$ cat src/sv/msa_pkg.sv
// Package: shared types, constants and float compare helpers for the matrix structure analyzer.
`default_nettype none
package msa_pkg;
    localparam int MAX_ROWS_DEF = 32;
    localparam int MAX_COLS_DEF = 32;
    localparam int IDX_W = 5;
    localparam int SIZE_W = 6;

    localparam logic [1:0] CFG_ROW_TOTAL    = 2'd0;
    localparam logic [1:0] CFG_COLUMN_TOTAL = 2'd1;
    localparam logic [1:0] CFG_CONST_MODE   = 2'd2;

    localparam logic [1:0] KIND_ROW     = 2'd0;
    localparam logic [1:0] KIND_COLUMN  = 2'd1;
    localparam logic [1:0] KIND_SUMMARY = 2'd2;

    localparam logic [63:0] DOUBLE_ONE = 64'h3FF0_0000_0000_0000;

    typedef struct packed {
        logic take;       // accept an element into the datapath
        logic col_emit;   // present the column flag at ccnt_reg
        logic sum_emit;   // present the summary
        logic clear;      // return the matrix state to reset values
    } msa_cmd_t;

    typedef struct packed {
        logic row_last;   // element at hand ends a row
        logic mat_last;   // element at hand ends the matrix
        logic col_last;   // column flag at hand is the last one
    } msa_stat_t;

    function automatic logic is_nan(input logic [63:0] b);
        is_nan = (b[62:52] == 11'h7FF) && (b[51:0] != 52'd0);
    endfunction

    function automatic logic is_zero(input logic [63:0] b);
        is_zero = (b[62:0] == 63'd0);
    endfunction

    function automatic logic feq(input logic [63:0] a, input logic [63:0] b);
        feq = !is_nan(a) && !is_nan(b) && ((a == b) || (is_zero(a) && is_zero(b)));
    endfunction
endpackage
`default_nettype wire

$ cat src/sv/msa_datapath.sv
// Datapath: element scan, bandwidth and diagonal tracking, result register.
`default_nettype none
module msa_datapath #(
    parameter int MAX_ROWS = msa_pkg::MAX_ROWS_DEF,
    parameter int MAX_COLS = msa_pkg::MAX_COLS_DEF
) (
    input  wire logic                     clk,
    input  wire logic                     rst_n,
    input  wire logic [63:0]              element_bits,
    input  wire logic [msa_pkg::SIZE_W-1:0] row_total,
    input  wire logic [msa_pkg::SIZE_W-1:0] column_total,
    input  wire logic                     constant_mode,
    input  wire msa_pkg::msa_cmd_t        cmd,
    output msa_pkg::msa_stat_t            stat,
    output logic [21:0]                   result
);
    localparam int W = msa_pkg::IDX_W;
    localparam int SIZE_W = msa_pkg::SIZE_W;

    logic [W-1:0] row_reg, col_reg, ccnt_reg;
    logic [31:0]  zmask_reg;
    logic         rzero_reg, dz_reg, d1_reg, ds_reg;
    logic [W-1:0] rlo_reg, rup_reg, lmax_reg, umax_reg;
    logic [63:0]  corner_reg;
    logic [W-1:0] rows_m1, cols_m1;
    logic         nz, diag;
    logic [W-1:0] rlo_next, rup_next;

    always_comb
    begin
        if (row_total == '0) rows_m1 = '0;
        else if (row_total > SIZE_W'(MAX_ROWS)) rows_m1 = W'(MAX_ROWS - 1);
        else rows_m1 = W'(row_total - 1'b1);
        if (column_total == '0) cols_m1 = '0;
        else if (column_total > SIZE_W'(MAX_COLS)) cols_m1 = W'(MAX_COLS - 1);
        else cols_m1 = W'(column_total - 1'b1);
    end

    assign nz   = !msa_pkg::is_zero(element_bits);
    assign diag = (row_reg == col_reg);
    assign stat.row_last = (col_reg == cols_m1);
    assign stat.mat_last = (col_reg == cols_m1) && (row_reg == rows_m1);
    assign stat.col_last = (ccnt_reg == cols_m1);

    always_comb
    begin
        rlo_next = rlo_reg;
        rup_next = rup_reg;
        if (nz && col_reg < row_reg && rlo_reg == '0) rlo_next = row_reg - col_reg;
        if (nz && col_reg > row_reg) rup_next = col_reg - row_reg;
    end

    always_ff @(posedge clk or negedge rst_n)
    begin
        if (!rst_n)
        begin
            row_reg <= '0; col_reg <= '0; ccnt_reg <= '0;
            zmask_reg <= '1; rzero_reg <= 1'b1;
            rlo_reg <= '0; rup_reg <= '0; lmax_reg <= '0; umax_reg <= '0;
            dz_reg <= 1'b1; d1_reg <= 1'b1; ds_reg <= 1'b1; corner_reg <= '0;
            result <= '0;
        end
        else if (cmd.clear)
        begin
            row_reg <= '0; col_reg <= '0; ccnt_reg <= '0;
            zmask_reg <= '1; rzero_reg <= 1'b1;
            rlo_reg <= '0; rup_reg <= '0; lmax_reg <= '0; umax_reg <= '0;
            dz_reg <= 1'b1; d1_reg <= 1'b1; ds_reg <= 1'b1; corner_reg <= '0;
            // The summary is taken from the finished matrix as its state is cleared.
            if (cmd.sum_emit)
            begin
                result <= {1'b1,
                           constant_mode && lmax_reg == '0 && umax_reg == '0 && ds_reg,
                           constant_mode && lmax_reg == '0 && umax_reg == '0 && d1_reg,
                           constant_mode && lmax_reg == '0 && umax_reg == '0 && dz_reg,
                           umax_reg, lmax_reg, 1'b0, 5'd0, msa_pkg::KIND_SUMMARY};
            end
        end
        else if (cmd.take)
        begin
            if (nz) zmask_reg[col_reg] <= 1'b0;
            if (diag)
            begin
                if (row_reg == '0) corner_reg <= element_bits;
                if (nz) dz_reg <= 1'b0;
                if (!msa_pkg::feq(element_bits, msa_pkg::DOUBLE_ONE)) d1_reg <= 1'b0;
                if (!msa_pkg::feq(element_bits,
                    (row_reg == '0) ? element_bits : corner_reg)) ds_reg <= 1'b0;
            end
            if (stat.row_last)
            begin
                if (rlo_next > lmax_reg) lmax_reg <= rlo_next;
                if (rup_next > umax_reg) umax_reg <= rup_next;
                // row flag: kind, position, zero flag in the low bits
                result <= {1'b0, 3'd0, 5'd0, 5'd0, rzero_reg && !nz,
                           row_reg, msa_pkg::KIND_ROW};
                rzero_reg <= 1'b1; rlo_reg <= '0; rup_reg <= '0;
                col_reg <= '0; ccnt_reg <= '0;
                row_reg <= row_reg + 1'b1;
            end
            else
            begin
                rzero_reg <= rzero_reg && !nz;
                rlo_reg <= rlo_next; rup_reg <= rup_next;
                col_reg <= col_reg + 1'b1;
            end
        end
        else if (cmd.col_emit)
        begin
            result <= {1'b0, 3'd0, 5'd0, 5'd0, zmask_reg[ccnt_reg],
                       ccnt_reg, msa_pkg::KIND_COLUMN};
            ccnt_reg <= ccnt_reg + 1'b1;
        end
    end
endmodule
`default_nettype wire

$ cat src/sv/msa_ctrl.sv
// Controller: sequences element intake, column flag burst and summary.
`default_nettype none
module msa_ctrl (
    input  wire logic              clk,
    input  wire logic              rst_n,
    input  wire logic              cfg_clear,
    input  wire logic              in_valid,
    output logic                   in_ready,
    input  wire logic              out_ready,
    output logic                   out_valid,
    input  wire msa_pkg::msa_stat_t stat,
    output msa_pkg::msa_cmd_t      cmd
);
    typedef enum logic [2:0] {
        S_SCAN = 3'b001,
        S_COLS = 3'b010,
        S_SUM  = 3'b100
    } state_t;

    state_t state_reg, state_next;
    logic   ov_reg, ov_next;
    logic   free;

    assign free      = !ov_reg || out_ready;
    assign out_valid = ov_reg;
    assign in_ready  = (state_reg == S_SCAN) && free && !cfg_clear;

    always_comb
    begin
        cmd = '0;
        state_next = state_reg;
        ov_next = ov_reg && !out_ready;
        unique case (state_reg)
            S_SCAN:
            begin
                if (in_valid && free)
                begin
                    cmd.take = 1'b1;
                    if (stat.row_last) ov_next = 1'b1;
                    if (stat.mat_last) state_next = S_COLS;
                end
            end
            S_COLS:
            begin
                if (free)
                begin
                    cmd.col_emit = 1'b1;
                    ov_next = 1'b1;
                    if (stat.col_last) state_next = S_SUM;
                end
            end
            S_SUM:
            begin
                if (free)
                begin
                    cmd.sum_emit = 1'b1;
                    ov_next = 1'b1;
                    state_next = S_SCAN;
                end
            end
            default: state_next = S_SCAN;
        endcase
        if (state_reg == S_SUM && free) cmd.clear = 1'b1;
        // A register write restarts the matrix; nothing else moves that cycle.
        if (cfg_clear)
        begin
            cmd = '0;
            ov_next = ov_reg && !out_ready;
        end
    end

    always_ff @(posedge clk or negedge rst_n)
    begin
        if (!rst_n)
        begin
            state_reg <= S_SCAN;
            ov_reg <= 1'b0;
        end
        else
        begin
            state_reg <= cfg_clear ? S_SCAN : state_next;
            ov_reg <= ov_next;
        end
    end
endmodule
`default_nettype wire

$ cat src/sv/matrix_structure_analyzer.sv
// Top level: matrix structure analyzer with stream ports and a write-only config port.
// A row flag is registered and shown the cycle after the row's last element is accepted.
// Elements are taken one per cycle while the output register is free; after the last element
// the column flags follow, one per cycle while it is free, then the summary, set by the controller.
// Output stalls hold the input side, since one output register carries every request.
// Reset (rst_n, asynchronous) returns all counters, masks and flags to their initial values.
`default_nettype none
module matrix_structure_analyzer #(
    parameter int MAX_ROWS = msa_pkg::MAX_ROWS_DEF,
    parameter int MAX_COLS = msa_pkg::MAX_COLS_DEF
) (
    input  wire logic        clk,
    input  wire logic        rst_n,
    input  wire logic        cfg_we,
    input  wire logic [1:0]  cfg_index,
    input  wire logic [5:0]  cfg_data,
    input  wire logic        s_tvalid,
    output logic             s_tready,
    input  wire logic [63:0] s_tdata,   // element_bits
    output logic             m_tvalid,
    input  wire logic        m_tready,
    // position[4:0], is_zero_line[5], lower_bandwidth[10:6], upper_bandwidth[15:11],
    // all_zero[16], identity[17], scalar_diag[18], zero fill to 24 bits
    output logic [23:0]      m_tdata,
    output logic [1:0]       m_tuser,   // result_kind
    output logic             m_tlast    // run_end
);
    logic [5:0] rows_reg, cols_reg;
    logic       cmode_reg;
    logic       cfg_hit;
    logic [21:0] result;
    msa_pkg::msa_cmd_t  cmd, ctrl_cmd;
    msa_pkg::msa_stat_t stat;

    // Any write to a known register restarts the matrix in progress.
    assign cfg_hit = cfg_we && (cfg_index == msa_pkg::CFG_ROW_TOTAL ||
                                cfg_index == msa_pkg::CFG_COLUMN_TOTAL ||
                                cfg_index == msa_pkg::CFG_CONST_MODE);

    always_ff @(posedge clk or negedge rst_n)
    begin
        if (!rst_n)
        begin
            rows_reg <= 6'd1;
            cols_reg <= 6'd1;
            cmode_reg <= 1'b0;
        end
        else if (cfg_we)
        begin
            unique case (cfg_index)
                msa_pkg::CFG_ROW_TOTAL:    rows_reg <= cfg_data;
                msa_pkg::CFG_COLUMN_TOTAL: cols_reg <= cfg_data;
                msa_pkg::CFG_CONST_MODE:   cmode_reg <= cfg_data[0];
                default: ;
            endcase
        end
    end

    msa_ctrl u_ctrl (
        .clk(clk), .rst_n(rst_n), .cfg_clear(cfg_hit),
        .in_valid(s_tvalid), .in_ready(s_tready),
        .out_ready(m_tready), .out_valid(m_tvalid),
        .stat(stat), .cmd(ctrl_cmd)
    );

    // The summary request clears the matrix state in the same cycle, so the next
    // element already starts a new matrix.
    always_comb
    begin
        cmd = ctrl_cmd;
        if (cfg_hit) cmd = '{take: 1'b0, col_emit: 1'b0, sum_emit: 1'b0, clear: 1'b1};
    end

    msa_datapath #(.MAX_ROWS(MAX_ROWS), .MAX_COLS(MAX_COLS)) u_dp (
        .clk(clk), .rst_n(rst_n), .element_bits(s_tdata),
        .row_total(rows_reg), .column_total(cols_reg), .constant_mode(cmode_reg),
        .cmd(cmd), .stat(stat), .result(result)
    );

    assign m_tuser = result[1:0];
    assign m_tdata = {5'd0, result[20:2]};
    assign m_tlast = result[21];

    // A summary request always carries run_end and no flag position.
    a_sum_end: assert property (@(posedge clk) disable iff (!rst_n)
        m_tvalid && m_tuser == msa_pkg::KIND_SUMMARY |-> m_tlast && m_tdata[4:0] == 5'd0)
        else $error("summary without run_end");
    // No element is taken while column flags or the summary are pending.
    a_no_take: assert property (@(posedge clk) disable iff (!rst_n)
        ctrl_cmd.col_emit || ctrl_cmd.sum_emit |-> !s_tready)
        else $error("element taken during flag burst");
    // A clearing step never coincides with element intake.
    a_clear: assert property (@(posedge clk) disable iff (!rst_n)
        ctrl_cmd.clear |-> !ctrl_cmd.take)
        else $error("clear together with element intake");
endmodule
`default_nettype wire
$ cat config.mk
export PLATFORM = sky130hd
export DESIGN_NAME = matrix_structure_analyzer
export DESIGN_NICKNAME = d
export VERILOG_FILES = /design/src/sv/msa_pkg.sv /design/src/sv/msa_datapath.sv /design/src/sv/msa_ctrl.sv /design/src/sv/matrix_structure_analyzer.sv
export SDC_FILE = /design/constraint.sdc
export NUM_CORES = 1
export LEC_CHECK = 0
export BUFFER_PORTS_ARGS = -buffer_cell sky130_fd_sc_hd__buf_2
export CAP_MARGIN = 0
export CELL_PAD_IN_SITES_DETAIL_PLACEMENT = 1
export CELL_PAD_IN_SITES_GLOBAL_PLACEMENT = 1
export CORE_UTILIZATION = 38
export DETAILED_ROUTE_END_ITERATION = 10
export PLACE_DENSITY = 0.75
export SYNTH_ARGS = -nofsm -noshare
export SYNTH_HDL_FRONTEND = slang
export SYNTH_SLANG_ARGS = --single-unit
export TNS_END_PERCENT = 5
$ cat constraint.sdc
create_clock -name clk -period 7.88 [get_ports clk]
set_clock_uncertainty 0.1 [all_clocks]
set_input_delay 0 -clock clk [delete_from_list [all_inputs] [get_ports clk]]
set_output_delay 0 -clock clk [all_outputs]
set_load 0.01 [all_outputs]
* Word-level counts from Yosys, hierarchy flattened
Index checks and enable logic that the tools add are counted.
Storage, ports and cells: bits in registers 174, input bits 77, output and inout port bits 29, logic and storage cells 205
Cells by class: $add $sub $neg 7, $lt $le $gt $ge 9, eq/ne operators 23, mux-type cells 80, bitwise logic cells 2, reductions and logical operators 65
Operators with widths (number):
- 64-bit two-way mux | 4
- 5-bit two-way mux | 30
- 63-bit logical NOT | 2
- 22-bit two-way mux | 5
- 52-bit nonzero test | 2
- 32-bit two-way mux | 3
- 64-bit by 62-bit equality test with 1-bit output (second input constant) | 1
- 64-bit equality test | 1
- 32-bit AND | 1
- 32-bit NOT | 1
- 1-bit two-way mux | 27
- 1-bit logical AND | 23
- 11-bit equality test (second input constant) | 2
- 5-bit equality test | 4
- 5-bit logical NOT | 4
- 3-bit two-way mux | 6
- 3-bit AND reduction | 6
- 5-bit by 1-bit adder with 5-bit output (second input constant) | 3
- 5-bit > comparator | 3
- 3-bit by 2-bit != test with 1-bit output (second input constant) | 5
- 2-bit AND reduction | 7
- 6-bit > comparator (second input constant) | 2
- 6-bit logical NOT | 2
- 5-bit by 6-bit less-than comparator with 1-bit output (second input constant) | 2
- 24 further kinds | 40

* Longest topological paths before layout
depth in word-level cells 11, mapped depth 19

* Cells and area by module
From an unflattened synthesis, not the netlist that was laid out.
Second synthesis, totals: cell total of the unflattened synthesis 1172, area total of the unflattened synthesis 10366.2 um^2
Modules (own cells, without submodules):
- msa_datapath | times used 1, cells each 1102, area each 9482.8 um^2
- matrix_structure_analyzer | times used 1, cells each 40, area each 589.3 um^2
- msa_ctrl | times used 1, cells each 30, area each 294.0 um^2

* Worst setup path before layout
Ideal clock, no wire load.
path type reg-to-reg, start register u_dp.col_reg[2], end register u_dp.umax_reg[2], library setup time 63 ps, arrival time 3410 ps, required time 7717 ps, setup slack 4306 ps, stages on the path, launching flop included 18, path through dfrtp_1 clkbuf_1 inv_1 ha_1 clkbuf_1 o21a_1 o31ai_1 a21oi_1 o211ai_1 nor2_1 a21o_1 ha_1 and3_1 a31oi_1 and4_1 clkbuf_1 o21ai_0 o21ba_2
On the way: longest elaborated chain between the ends 7
RTL lines:
- from (decl) | line msa_datapath.sv:20 | logic [W-1:0] row_reg, col_reg, ccnt_reg;
- from (signal assigned) | line msa_datapath.sv:105 | col_reg <= col_reg + 1'b1;
- parallel branches: the longest is 7 deep, another holds 5-bit > comparator
- to (signal assigned) | line msa_datapath.sv:93 | if (rup_next > umax_reg) umax_reg <= rup_next;
- to (decl) | line msa_datapath.sv:23 | logic [W-1:0] rlo_reg, rup_reg, lmax_reg, umax_reg;
Several ways; the timed one is not identified. The select of a mux whose other input is x is not followed. A chain may end at the register's enable or synchronous reset.

* Worst setup path in the final report
start input s_tdata[1], end register u_dp.umax_reg[2]
On the way: longest elaborated chain between the ends 8
RTL lines:
- from (decl) | line matrix_structure_analyzer.sv:19 | input wire logic [63:0] s_tdata,
- 63-bit logical NOT * | line msa_pkg.sv:37 | is_zero = (b[62:0] == 63'd0);
- 1-bit logical NOT * | line msa_datapath.sv:39 | assign nz = !msa_pkg::is_zero(element_bits);
- 1-bit logical AND * | line msa_datapath.sv:50 | if (nz && col_reg > row_reg) rup_next = col_reg - row_reg;
- 5-bit two-way mux * | line msa_datapath.sv:50
- parallel branches: the longest is 4 deep, another holds 5-bit > comparator
Mark *: on every way between the ends. The select of a mux whose other input is x is not followed.

==> reports/qor.csv <==
stage,metric,value,unit
outcome,outcome,"complete, no violations",
grt,grt_max_degree,128,
critical_path,path_class,input pin to register,
detailed_routing,ant_nets,0,
grt,grt_pass1_vias,9576,
worst_hold_path,min_path_type,input pin to asynchronous set/reset pin,
sta,fin_crit_sh,54.2,%
floorplanning,fp.coreArea,25400,µm²
layout,fin_area,12100,µm²
yosys,synth_fa_ha_area_share,4.04,%
detailed_routing,postRouteWirelength,32200,µm
critical_path,worst-r2r-cell-count,14,
clocking,clock_path_buffers,2,
power_and_ir_drop,power.leakage,5.22,nW
yosys,synth-compound-area-share,15.5,%
yosys,synth_top_family_by_area,simple AND/OR/NAND/NOR gates,
sta,setup_violations,0,
power_and_ir_drop,power,0.00304,W
clocking,clock_latency,0.44,ns
yosys,yosysUniqueCellTypes,72,
critical_path,crit_fanout,7,
yosys,synthSimpleGateAreaFrac,21.1,%
layout,synthToLayoutAreaGrowth,22.2,%
detailed_routing,post_drt_via_cell_ratio,5.63,
sta,finalHoldViolations,0,
critical_path,arrival,4.54,ns
clocking,cts.sinks,173,
clocking,ctsResizeCount,0,
critical_path,ff2ff_setup_slack,3.64,ns
critical_path,start_kind,input pin,
detailed_routing,drc,0,
layout,num-fill-cells,2940,
grt,antenna_found_initial,1,
grt,grt_pass1_wl,51800,µm
yosys,synth_edf_count,0,
layout,seqCellArea,4380,µm²
sta,period_minus_slack,4.27,ns
critical_path,r2r-start,u_dp.col_reg[1],
job,cap_violations,0,
floorplanning,rows,58,
sta,rsz0062_at_grt,false,
yosys,synth_area,9900,µm²
clocking,clk_pin_slew,0.08,ns
placement,io_buffers,100,
placement,dp.final_hpwl,22000,µm
placement,dpl-instance-area,10600,µm²
layout,largest_reg_flops,64,
layout,multiInputGateArea,5120,µm²
floorplanning,die_height,163,µm
clocking,cts_made_buffers,17,
floorplanning,dieWidth,163,µm
clocking,cts_tree,done,
yosys,synth_xor_area_share,6.01,%
placement,place_congestion,0.887,
yosys,syn_inst,1087,
sta,max_clock_freq,234,MHz
yosys,yosysTopAreaCellShare,33.9,%
detailed_routing,drt_iter0_drc,632,
sta,final.setup.tns,0,ns
floorplanning,die_area,26700,µm²
yosys,synth.area.top_cells,"dfrtp_1 (34%), dfstp_2 (10%), nand2_1 (7.5%), o21ai_0 (5.7%), xor2_1 (5.2%)",
detailed_routing,drt-pass1-iter-count,5,
layout,drive_above_1_share,17.6,%
sta,slew_viol_final,0,
critical_path,worstPathRequired,8.15,ns
grt,overflow,0,
yosys,synth_ff_type,dfrtp_1,
yosys,ys_warn_count,0,
sta,maxSlewHeadroom,25.0,%
layout,nets,1346,
floorplanning,io_pins,106,
yosys,synth_async_sr_flop_share,100,%
grt,track_usage,25.1,%
yosys,synth.most_common_cell,nand2_1,
floorplanning,initial_core_util,39.0,%
sta,worst_slew_pin_slew,1.12,ns
detailed_routing,route.detailed.wl_per_inst,20.4,µm
power_and_ir_drop,power_density,251,nW/µm²
clocking,clock-root-buffer,clkbuf_16,
yosys,synth_seq_area_share,44.2,%
yosys,ys_top_cells_by_count,"nand2_1 (197), dfrtp_1 (134), o21ai_0 (112), xor2_1 (59), nor4_1 (54)",
critical_path,critPathCaptureType,register,
critical_path,reg2reg_to,u_dp.umax_reg[2],
yosys,synth_mux_area_share,4.71,%
clocking,cts_setup_buffers,0,
yosys,synth-seq-cells,173,
detailed_routing,num_vias,8917,
yosys,syn_avg_cell_area,9.11,µm²
power_and_ir_drop,peakVddDrop,0.154,mV
clocking,htreeDepth,4,
yosys,yosys.area.top_type,dfrtp_1,
power breakdown:
part           total [W]  internal, W  switching, W
combinational   0.000940     0.000370      0.000569
sequential       0.00119      0.00103      0.000161
clock           0.000908     0.000487      0.000421
total            0.00304      0.00189       0.00115
worst max-delay path, stage by stage:
cell and delay [ns]:
dlygate4sd3_1 0.53, buf_2 0.14, nor4_1 0.56, nand4_1 0.21, or4_1 0.70, o211ai_1 0.54, nor2_1 0.13, a21o_1 0.21
ha_1 0.34, and3_1 0.18, a31oi_1 0.20, and4_1 0.36, o21ai_0 0.12, o21ba_2 0.31
through the flow:
step / hold slack, ns / setup slack (ns) / cells / util [%]
after floorplan: -0.396 / 4.31 / 1091 / -
after global placement: -0.148 / 3.96 / 1467 / 41.9
after detailed placement: -0.144 / 3.75 / 1467 / 41.9
after CTS: 0.0208 / 3.59 / 1582 / 47.6
after global routing: 0.0190 / 3.42 / 1583 / 47.7
final: 0.0230 / 3.61 / 1583 / 47.7
per-layer routing:
layer	global-route usage (%)	up-vias	wire, µm	share of wire (%)
met5	0	-	0	0
met4	9.94	0	994	3.1
met3	4.19	62	1390	4.3
met2	42.5	214	15800	49
met1	31.7	4481	14000	44
li1	-	4160	-	-
worst max path at each step:
stage                         start               end  slack [ns]  cells past startpoint
floorplan           u_dp.col_reg[2]  u_dp.umax_reg[2]        4.31                     17
global placement        s_tdata[20]  u_dp.umax_reg[2]        3.96                     13
detailed placement       s_tdata[1]  u_dp.umax_reg[4]        3.75                     13
CTS                      s_tdata[1]  u_dp.umax_reg[2]        3.59                     14
global route        u_dp.col_reg[1]  u_dp.umax_reg[3]        3.42                     14
finish                   s_tdata[1]  u_dp.umax_reg[2]        3.61                     14
cells in the final DEF (no fill, tap or decap), types with 10 or more instances in the layout:
cell and n:
o31ai_1 10, xor2_1 59, dlygate4sd3_1 82, a21oi_1 39, nand2_1 197, mux2_2 17
a21o_1 14, nor3_1 13, clkbuf_16 17, mux4_2 10, nand3_1 24, ha_1 28
buf_2 99, nor4_1 54, dfstp_2 39, nor2b_1 11, dfrtp_1 134, nand4_1 31
inv_1 47, nor2_1 48, o21ai_0 111
logic make-up (layout without fill, tap and decap cells):
logic type,Yosys count,after routing
flip-flops,173,173
adder cells (fa/ha/maj),31,31
XOR/XNOR,68,68
multiplexers,32,32
buffers and inverters,107,268
other,1,6
AND/OR/NAND/NOR,429,429
AO/OA/AOI/OAI,246,246
area by class of cell:
cell class                 count  share of cell area [%]
antenna                        1                  0.0207
clock buffer                  17                    3.51
clock inverter                15                    1.63
inverter                      47                    1.46
multi-input combinational    811                    42.3
sequential                   173                    36.2
tap                          330                    3.41
timing repair buffer         189                    11.5
timing repair:
item | CTS | global route
endpoints found under the setup margin | 0 | 0
endpoints found under the hold margin | 124 | 0
hold buffers | 83 | 0
Note: power is estimated with default switching activity, not from simulation.
